$ cat src/rtl/stpg_pkg.sv
// Shared types and constants of the speed/tach pulse gauge.
package stpg_pkg;

  localparam int THR_W     = 10;
  localparam int WIN_W     = 16;
  localparam int VAL_W     = 16;
  localparam int KIND_W    = 2;
  localparam int CFG_IDX_W = 2;
  localparam int CFG_DAT_W = 16;

  // report kinds
  localparam logic [KIND_W-1:0] KIND_RPM   = 2'd0;
  localparam logic [KIND_W-1:0] KIND_SPEED = 2'd1;
  localparam logic [KIND_W-1:0] KIND_LAMP  = 2'd2;

  // register indexes
  localparam logic [CFG_IDX_W-1:0] REG_THRESHOLD = 2'd0;
  localparam logic [CFG_IDX_W-1:0] REG_SPD_WIN   = 2'd1;
  localparam logic [CFG_IDX_W-1:0] REG_LIGHT_PER = 2'd2;
  localparam logic [CFG_IDX_W-1:0] REG_RPM_NUM   = 2'd3;

  // register reset values
  localparam logic [THR_W-1:0] THRESHOLD_RST = 10'd100;
  localparam logic [WIN_W-1:0] SPD_WIN_RST   = 16'd200;
  localparam logic [WIN_W-1:0] LIGHT_PER_RST = 16'd5000;
  localparam logic [VAL_W-1:0] RPM_NUM_RST   = 16'd60000;

  // pulse line phase: waiting for first high, high, low
  typedef enum logic [1:0] {
    PH_WAIT = 2'd0,
    PH_HIGH = 2'd1,
    PH_LOW  = 2'd2
  } phase_t;

endpackage

$ cat src/rtl/stpg_div.sv
// Restoring divider, one quotient bit per cycle, for the rpm report.
module stpg_div import stpg_pkg::*; #(
  parameter int DIVISOR_W = 32
) (
  input  logic                 clk,
  input  logic                 rst,
  input  logic                 start,
  input  logic [VAL_W-1:0]     dividend,
  input  logic [DIVISOR_W-1:0] divisor,
  output logic                 done,
  output logic [VAL_W-1:0]     quotient
);

  localparam int CNT_W = $clog2(VAL_W + 1);

  logic                 busy;
  logic [CNT_W-1:0]     cnt;
  logic [DIVISOR_W-1:0] rem;
  logic [VAL_W-1:0]     quo;
  logic [DIVISOR_W-1:0] dsr;

  logic [DIVISOR_W:0]   trial;
  logic [DIVISOR_W:0]   diff;
  logic                 ge;

  assign trial = {rem, quo[VAL_W-1]};
  assign diff  = trial - {1'b0, dsr};
  assign ge    = trial >= {1'b0, dsr};
  assign quotient = quo;

  always_ff @(posedge clk) begin
    if (rst) begin
      busy <= 1'b0;
      done <= 1'b0;
      cnt  <= '0;
    end else begin
      done <= 1'b0;
      if (start) begin
        busy <= 1'b1;
        cnt  <= CNT_W'(VAL_W);
      end else if (busy) begin
        cnt <= cnt - 1'b1;
        if (cnt == CNT_W'(1)) begin
          busy <= 1'b0;
          done <= 1'b1;
        end
      end
    end
  end

  always_ff @(posedge clk) begin
    if (start) begin
      rem <= '0;
      quo <= dividend;
      dsr <= divisor;
    end else if (busy) begin
      // remainder stays below the divisor, so it fits back in DIVISOR_W bits
      rem <= ge ? diff[DIVISOR_W-1:0] : trial[DIVISOR_W-1:0];
      quo <= {quo[VAL_W-2:0], ge};
    end
  end

endmodule

$ cat src/rtl/speed_tach_pulse_gauge_core.sv
// Top level of the speed/tach pulse gauge: level sensing, timers, reports.
//
//  channel  direction  handshake               payload
//  input    in         in_valid / in_stall     five samples, ms_tick
//  output   out        out_valid / out_stall   report_kind .. last
//  config   in         cfg_valid / cfg_ready   cfg_index, cfg_data
//
// An item passes through ST_EVAL, then ST_DIV for a tach report with a nonzero
// period, which waits on the bit-serial divider (16 quotient bits), then
// ST_SEND, which issues the item's reports one at a time.
// in_stall stays high from the accepting edge until the last report of the
// item sits in the output register; a stall on the output holds the sequencer.
// Synchronous reset restores the register defaults and clears all timers.
module speed_tach_pulse_gauge_core import stpg_pkg::*; #(
  parameter int SAMPLE_BITS = 10,
  parameter int TIME_BITS   = 32
) (
  input  logic                   clk,
  input  logic                   rst,

  input  logic                   in_valid,
  output logic                   in_stall,
  input  logic [SAMPLE_BITS-1:0] speed_sample,
  input  logic [SAMPLE_BITS-1:0] tach_sample,
  input  logic [SAMPLE_BITS-1:0] fuel_sample,
  input  logic [SAMPLE_BITS-1:0] water_sample,
  input  logic [SAMPLE_BITS-1:0] oil_sample,
  input  logic                   ms_tick,

  output logic                   out_valid,
  input  logic                   out_stall,
  output logic [KIND_W-1:0]      report_kind,
  output logic [VAL_W-1:0]       report_value,
  output logic                   fuel_on,
  output logic                   water_temp_on,
  output logic                   oil_on,
  output logic                   last,

  input  logic                   cfg_valid,
  output logic                   cfg_ready,
  input  logic [CFG_IDX_W-1:0]   cfg_index,
  input  logic [CFG_DAT_W-1:0]   cfg_data
);

  localparam int CMP_W = (SAMPLE_BITS > THR_W) ? SAMPLE_BITS : THR_W;

  typedef enum logic [3:0] {
    ST_IDLE = 4'b0001,
    ST_EVAL = 4'b0010,
    ST_DIV  = 4'b0100,
    ST_SEND = 4'b1000
  } state_t;

  state_t state;

  // configuration
  logic [THR_W-1:0] thr;
  logic [WIN_W-1:0] spd_win;
  logic [WIN_W-1:0] light_per;
  logic [VAL_W-1:0] rpm_num;

  // timing state
  logic [TIME_BITS-1:0] clock_ms;
  logic [TIME_BITS-1:0] spd_start;
  logic [TIME_BITS-1:0] tach_start;
  logic [TIME_BITS-1:0] light_start;
  phase_t               speed_phase;
  phase_t               tach_phase;
  logic [VAL_W-1:0]     speed_count;

  // captured samples
  logic [SAMPLE_BITS-1:0] s_spd, s_tach, s_fuel, s_water, s_oil;

  // pending reports and their values
  logic             pend_rpm, pend_spd, pend_lamp;
  logic [VAL_W-1:0] rpm_val;
  logic [VAL_W-1:0] spd_val;
  logic             lamp_fuel, lamp_water, lamp_oil;

  logic spd_hi, tach_hi, fuel_hi, water_hi, oil_hi;
  logic [TIME_BITS-1:0] period, spd_elapsed, light_elapsed;
  logic [VAL_W-1:0]     count_next;
  logic                 count_inc;
  phase_t               speed_phase_next;
  logic                 tach_fire;
  logic                 div_start, div_done;
  logic [VAL_W-1:0]     div_quo;
  logic                 slot_free;

  assign spd_hi   = CMP_W'(s_spd)   > CMP_W'(thr);
  assign tach_hi  = CMP_W'(s_tach)  > CMP_W'(thr);
  assign fuel_hi  = CMP_W'(s_fuel)  > CMP_W'(thr);
  assign water_hi = CMP_W'(s_water) > CMP_W'(thr);
  assign oil_hi   = CMP_W'(s_oil)   > CMP_W'(thr);

  assign period        = clock_ms - tach_start;
  assign spd_elapsed   = clock_ms - spd_start;
  assign light_elapsed = clock_ms - light_start;

  assign in_stall  = (state != ST_IDLE);
  assign cfg_ready = 1'b1;
  assign slot_free = !out_valid || !out_stall;

  // speed edge counting
  always_comb begin
    speed_phase_next = speed_phase;
    count_inc        = 1'b0;
    case (speed_phase)
      PH_WAIT: if (spd_hi) speed_phase_next = PH_HIGH;
      PH_HIGH: if (!spd_hi) speed_phase_next = PH_LOW;
      PH_LOW: begin
        if (spd_hi) begin
          speed_phase_next = PH_HIGH;
          count_inc        = 1'b1;
        end
      end
      default: speed_phase_next = speed_phase;
    endcase
  end

  assign count_next = speed_count + VAL_W'(count_inc);
  assign tach_fire  = (tach_phase == PH_LOW) && tach_hi;
  assign div_start  = (state == ST_EVAL) && tach_fire && (period != '0);

  stpg_div #(.DIVISOR_W(TIME_BITS)) u_div (
    .clk      (clk),
    .rst      (rst),
    .start    (div_start),
    .dividend (rpm_num),
    .divisor  (period),
    .done     (div_done),
    .quotient (div_quo)
  );

  // configuration writes
  always_ff @(posedge clk) begin
    if (rst) begin
      thr       <= THRESHOLD_RST;
      spd_win   <= SPD_WIN_RST;
      light_per <= LIGHT_PER_RST;
      rpm_num   <= RPM_NUM_RST;
    end else if (cfg_valid && cfg_ready) begin
      unique case (cfg_index)
        REG_THRESHOLD: thr       <= cfg_data[THR_W-1:0];
        REG_SPD_WIN:   spd_win   <= cfg_data[WIN_W-1:0];
        REG_LIGHT_PER: light_per <= cfg_data[WIN_W-1:0];
        REG_RPM_NUM:   rpm_num   <= cfg_data[VAL_W-1:0];
        default: ;
      endcase
    end
  end

  // capture samples on accept
  always_ff @(posedge clk) begin
    if (in_valid && !in_stall) begin
      s_spd   <= speed_sample;
      s_tach  <= tach_sample;
      s_fuel  <= fuel_sample;
      s_water <= water_sample;
      s_oil   <= oil_sample;
    end
  end

  // sequencer and timing state
  always_ff @(posedge clk) begin
    if (rst) begin
      state       <= ST_IDLE;
      clock_ms    <= '0;
      spd_start   <= '0;
      tach_start  <= '0;
      light_start <= '0;
      speed_phase <= PH_WAIT;
      tach_phase  <= PH_WAIT;
      speed_count <= '0;
      pend_rpm    <= 1'b0;
      pend_spd    <= 1'b0;
      pend_lamp   <= 1'b0;
      out_valid   <= 1'b0;
    end else begin
      if (out_valid && !out_stall) out_valid <= 1'b0;

      unique case (state)
        ST_IDLE: begin
          if (in_valid) begin
            clock_ms <= clock_ms + TIME_BITS'(ms_tick);
            state    <= ST_EVAL;
          end
        end

        ST_EVAL: begin
          speed_phase <= speed_phase_next;

          case (tach_phase)
            PH_WAIT: if (tach_hi) tach_phase <= PH_HIGH;
            PH_HIGH: begin
              if (!tach_hi) begin
                tach_phase <= PH_LOW;
                tach_start <= clock_ms;
              end
            end
            PH_LOW: if (tach_hi) tach_phase <= PH_WAIT;
            default: tach_phase <= tach_phase;
          endcase
          pend_rpm <= tach_fire;
          rpm_val  <= rpm_num;

          if (spd_elapsed >= TIME_BITS'(spd_win)) begin
            pend_spd    <= 1'b1;
            spd_val     <= count_next;
            speed_count <= '0;
            spd_start   <= clock_ms;
          end else begin
            pend_spd    <= 1'b0;
            speed_count <= count_next;
          end

          pend_lamp  <= light_elapsed > TIME_BITS'(light_per);
          lamp_fuel  <= fuel_hi;
          lamp_water <= water_hi;
          lamp_oil   <= oil_hi;
          if (light_elapsed > TIME_BITS'(light_per)) light_start <= clock_ms;

          state <= div_start ? ST_DIV : ST_SEND;
        end

        ST_DIV: begin
          if (div_done) begin
            rpm_val <= div_quo;
            state   <= ST_SEND;
          end
        end

        ST_SEND: begin
          if (!pend_rpm && !pend_spd && !pend_lamp) begin
            state <= ST_IDLE;
          end else if (slot_free) begin
            out_valid <= 1'b1;
            if (pend_rpm) begin
              report_kind   <= KIND_RPM;
              report_value  <= rpm_val;
              fuel_on       <= 1'b0;
              water_temp_on <= 1'b0;
              oil_on        <= 1'b0;
              last          <= !(pend_spd || pend_lamp);
              pend_rpm      <= 1'b0;
              if (!(pend_spd || pend_lamp)) state <= ST_IDLE;
            end else if (pend_spd) begin
              report_kind   <= KIND_SPEED;
              report_value  <= spd_val;
              fuel_on       <= 1'b0;
              water_temp_on <= 1'b0;
              oil_on        <= 1'b0;
              last          <= !pend_lamp;
              pend_spd      <= 1'b0;
              if (!pend_lamp) state <= ST_IDLE;
            end else begin
              report_kind   <= KIND_LAMP;
              report_value  <= '0;
              fuel_on       <= lamp_fuel;
              water_temp_on <= lamp_water;
              oil_on        <= lamp_oil;
              last          <= 1'b1;
              pend_lamp     <= 1'b0;
              state         <= ST_IDLE;
            end
          end
        end

        default: state <= ST_IDLE;
      endcase
    end
  end

endmodule

$ cat config.mk
export PLATFORM = sky130hd
export DESIGN_NAME = speed_tach_pulse_gauge_core
export DESIGN_NICKNAME = d
export VERILOG_FILES = /design/src/rtl/stpg_pkg.sv /design/src/rtl/stpg_div.sv /design/src/rtl/speed_tach_pulse_gauge_core.sv
export SDC_FILE = /design/constraint.sdc
export NUM_CORES = 1
export LEC_CHECK = 0
export ABC_AREA = 1
export BUFFER_PORTS_ARGS = -buffer_cell sky130_fd_sc_hd__buf_2
export CORE_MARGIN = 5
export CORE_UTILIZATION = 64
export CTS_CLUSTER_DIAMETER = 200
export DETAILED_ROUTE_END_ITERATION = 10
export GPL_TIMING_DRIVEN = 0
export PLACE_DENSITY = 0.8
export SYNTH_ARGS = -nofsm -noshare
export SYNTH_HDL_FRONTEND = slang
export SYNTH_SLANG_ARGS = --single-unit
$ cat constraint.sdc
create_clock -name clk -period 8.4 [get_ports clk]
set_clock_uncertainty 0.05 [all_clocks]
set_input_delay 0.42 -clock clk [delete_from_list [all_inputs] [get_ports clk]]
set_output_delay 0.42 -clock clk [all_outputs]
set_load 0.05 [all_outputs]
==> run_results.csv <==
group,metric,value,unit
grt,track_usage,33.9,%
sta,fin_crit,4840,ps
synth,synth_top_flop_cell,"dfxtp_1",
clocking,clkLatencyLatePin,590,ps
run,maxCapViolCount,0,
sta,finalCritPeriodShare,57.6,%
sta,rsz0062_at_grt,"no",
critical_path,required,8580,ps
critical_path,startpoint,"clock_ms[1]$_SDFFE_PP0P_",
synth,syn-num-nets,4259,
sta,relSlewSlack,19.7,%
sta,finalHoldViolations,0,
clocking,cts_setup_buffers,0,
synth,yosysMostFrequentCell,"nand2_1",
run_status,status,"completed",
critical_path,critPathMaxFanout,16,
clocking,clockRootBuffer,"clkbuf_16",
grt,first_global_vias,24500,
clocking,cts_resized,0,
synth,ys_top_cells_by_count,"nand2_1 (1106), inv_1 (706), nor2_1 (323)",
clocking,cts_hold_buf,50,
sta,whs,104,ps
synth,synth_cells,3965,
die,die_area,47000,µm²
synth,syn_area_per_cell,6.90,µm²
placed_design,dp_hpwl,61800,µm
synth,synth_top_area_cell,"dfxtp_1",
clocking,cts_buffers,44,
critical_path,startpoint_type,"flop",
critical_path,worstReg2RegStart,"clock_ms[1]$_SDFFE_PP0P_",
finish,drive_above_1_share,6.29,%
critical_path,end_kind,"flop",
die,core.rowCount,75,
critical_path,cp.arrival,5010,ps
die,ios,99,
pwr,peakVddDrop,0.200,mV
placed_design,io_buffers,97,
finish,seqCellArea,9720,µm²
finish,areaGrowthSynthToFinish,11.7,%
clocking,cts_buffer_depth,3,
detailed_routing,vias,26400,
sta,finalSetupViolations,0,
pwr,leakage,15.3,nW
pwr,total_power,5.16,mW
synth,yosysWarnings,0,
detailed_routing,antenna_left,0,
clocking,clkSinkCount,408,
finish,final_cell_count_no_fill,4740,
die,start_util,64.9,%
grt,grt_pass1_wl,128000,µm
pwr,p_per_area,169,nW/µm²
synth,ys_async_sr_fraction,0,%
synth,ys_types,50,
detailed_routing,wirelength,81800,µm
sta,worst_pin_slew,1200,ps
finish,final_nets,4454,
placed_design,dp_slack,3610,ps
detailed_routing,post_drt_wl_per_cell,17.3,µm
synth,netlist_area,27300,µm²
die,die_w,217,µm
synth,synth_top_area_share,18.5,%
sta,fmaxAchievable,207,MHz
sta,tns,0,ps
synth,ys_ff_latch,408,
critical_path,crit_type,"flop to flop",
finish,utilization,72.5,%
finish,fill_cells,3525,
clocking,path_clk_slew,60,ps
finish,multiInputGateArea,14500,µm²
grt,grt_max_degree,56,
synth,synth-edff-count,155,
placed_design,gp_congestion,1.01,
detailed_routing,vias_per_cell,5.57,
synth,yosysSeqAreaShare,35.5,%
placed_design,placed_area,28500,µm²
clocking,cts_tree,"yes",
detailed_routing,drt_pass1_iterations,6,
synth,synth.area.top_cells,"dfxtp_1 (19%), edfxtp_1 (17%), nand2_1 (15%)",
grt,antenna_found_initial,6,
die,die_h,217,µm
grt,gr-total-overflow,0,
detailed_routing,drt_first_iter_violations,2766,
sta,finalMaxSlewViolations,0,
min_path,worstHoldStart,"cfg_data[13]",
clocking,htree_levels,2,
finish,stdcell_area,30500,µm²
die,core-area,42100,µm²
detailed_routing,drc,0,
min_path,hp-class,"input port to flop",
sta,setup_ws,3560,ps
placed_design,dpl.cell_count,4602,
[sequential cells by signal, indices dropped and copies added, names as in the netlist, 4 cells and up]
| name | count |
|---|---|
| s_oil | 10 |
| light_per | 16 |
| s_tach | 10 |
| tach_start | 32 |
| rpm_num | 16 |
| spd_val | 16 |
| u_div.quotient | 16 |
| clock_ms | 32 |
| state | 4 |
| s_fuel | 10 |
| u_div.dsr | 32 |
| light_start | 32 |
| speed_count | 16 |
| s_spd | 10 |
| spd_start | 32 |
| thr | 10 |
| rpm_val | 16 |
| report_value | 16 |
| s_water | 10 |
| u_div.rem | 32 |
| u_div.cnt | 5 |
| spd_win | 16 |
[cell type report]
| class | instances | share of cell area, % |
|---|---|---|
| Antenna cell | 5 | 0.0410 |
| Buffer | 95 | 1.46 |
| Clock buffer | 63 | 4.15 |
| Clock inverter | 19 | 0.746 |
| Inverter | 717 | 8.81 |
| Multi-Input combinational cell | 2745 | 47.4 |
| Sequential cell | 408 | 31.8 |
| Tap cell | 539 | 2.21 |
| Timing Repair Buffer | 149 | 3.30 |
[worst paths after layout]
kind | endpoint | slack [ps] | cells after the start
max | spd_val[4]$_DFFE_PP_ | 3560 | 17
min | rpm_num[13]$_SDFFE_PP1P_ | 100 | 3
max reg2reg | spd_val[4]$_DFFE_PP_ | 3560 | 17
min reg2reg | light_per[5]$_SDFFE_PP0P_ | 420 | 2
[critical path, cell delays in order (launching register included)]
cell	delay [ps]
dfxtp_1	640
inv_1	340
fa_1	550
inv_1	100
nand2_1	60
nand3_1	150
nand2_1	70
nand2_1	120
xor2_1	230
ha_1	280
nand2_1	70
a21oi_1	40
or3_1	330
a221oi_1	320
nand4_2	370
nand2_4	240
buf_6	190
inv_1	320
[power breakdown]
group | total, mW | switching, mW | internal, mW | leakage [nW]
sequential | 2.15 | 0.0297 | 2.12 | 3.51
combinational | 1.03 | 0.672 | 0.357 | 11.0
clock | 1.98 | 0.827 | 1.16 | 0.725
total | 5.16 | 1.53 | 3.63 | 15.3
[per-layer routing]
metal	wire (µm)	up-vias	share of wire, %	track usage [%]
li1	-	13100	-	-
met1	33300	11800	41	43.8
met2	37700	1239	46	56.9
met3	7010	271	8.6	5.04
met4	3810	3	4.7	14.8
met5	34	-	0.042	0
[layout by cell type, fill, tap and decap left out, types with 11 or more instances in the layout]
cell / n
ha_1: 216
o211ai_1: 27
nand3b_1: 19
nand2_1: 1106
nand4_1: 32
o21ai_0: 197
nor3_1: 50
buf_2: 115
dfxtp_1: 253
a21oi_1: 311
nor4_1: 14
xnor2_1: 15
clkbuf_1: 69
or2_2: 13
a21o_1: 11
edfxtp_1: 155
o21bai_1: 13
nand3_1: 223
nand2_2: 17
clkbuf_16: 46
a21oi_2: 12
a22o_1: 16
nor2_1: 322
inv_1: 706
dlygate4sd3_1: 50
xor2_1: 68
[kinds of logic after synthesis]
family | Yosys count | share of synthesized area [%]
AO/OA/AOI/OAI | 619 | 12.5
XOR/XNOR | 83 | 2.66
other | 1 | 0.0137
flip-flops | 408 | 35.5
adder cells (fa/ha/maj) | 220 | 10.2
buffers and inverters | 812 | 11.5
AND/OR/NAND/NOR | 1822 | 27.7
Note: power is estimated with default switching activity, not from simulation.
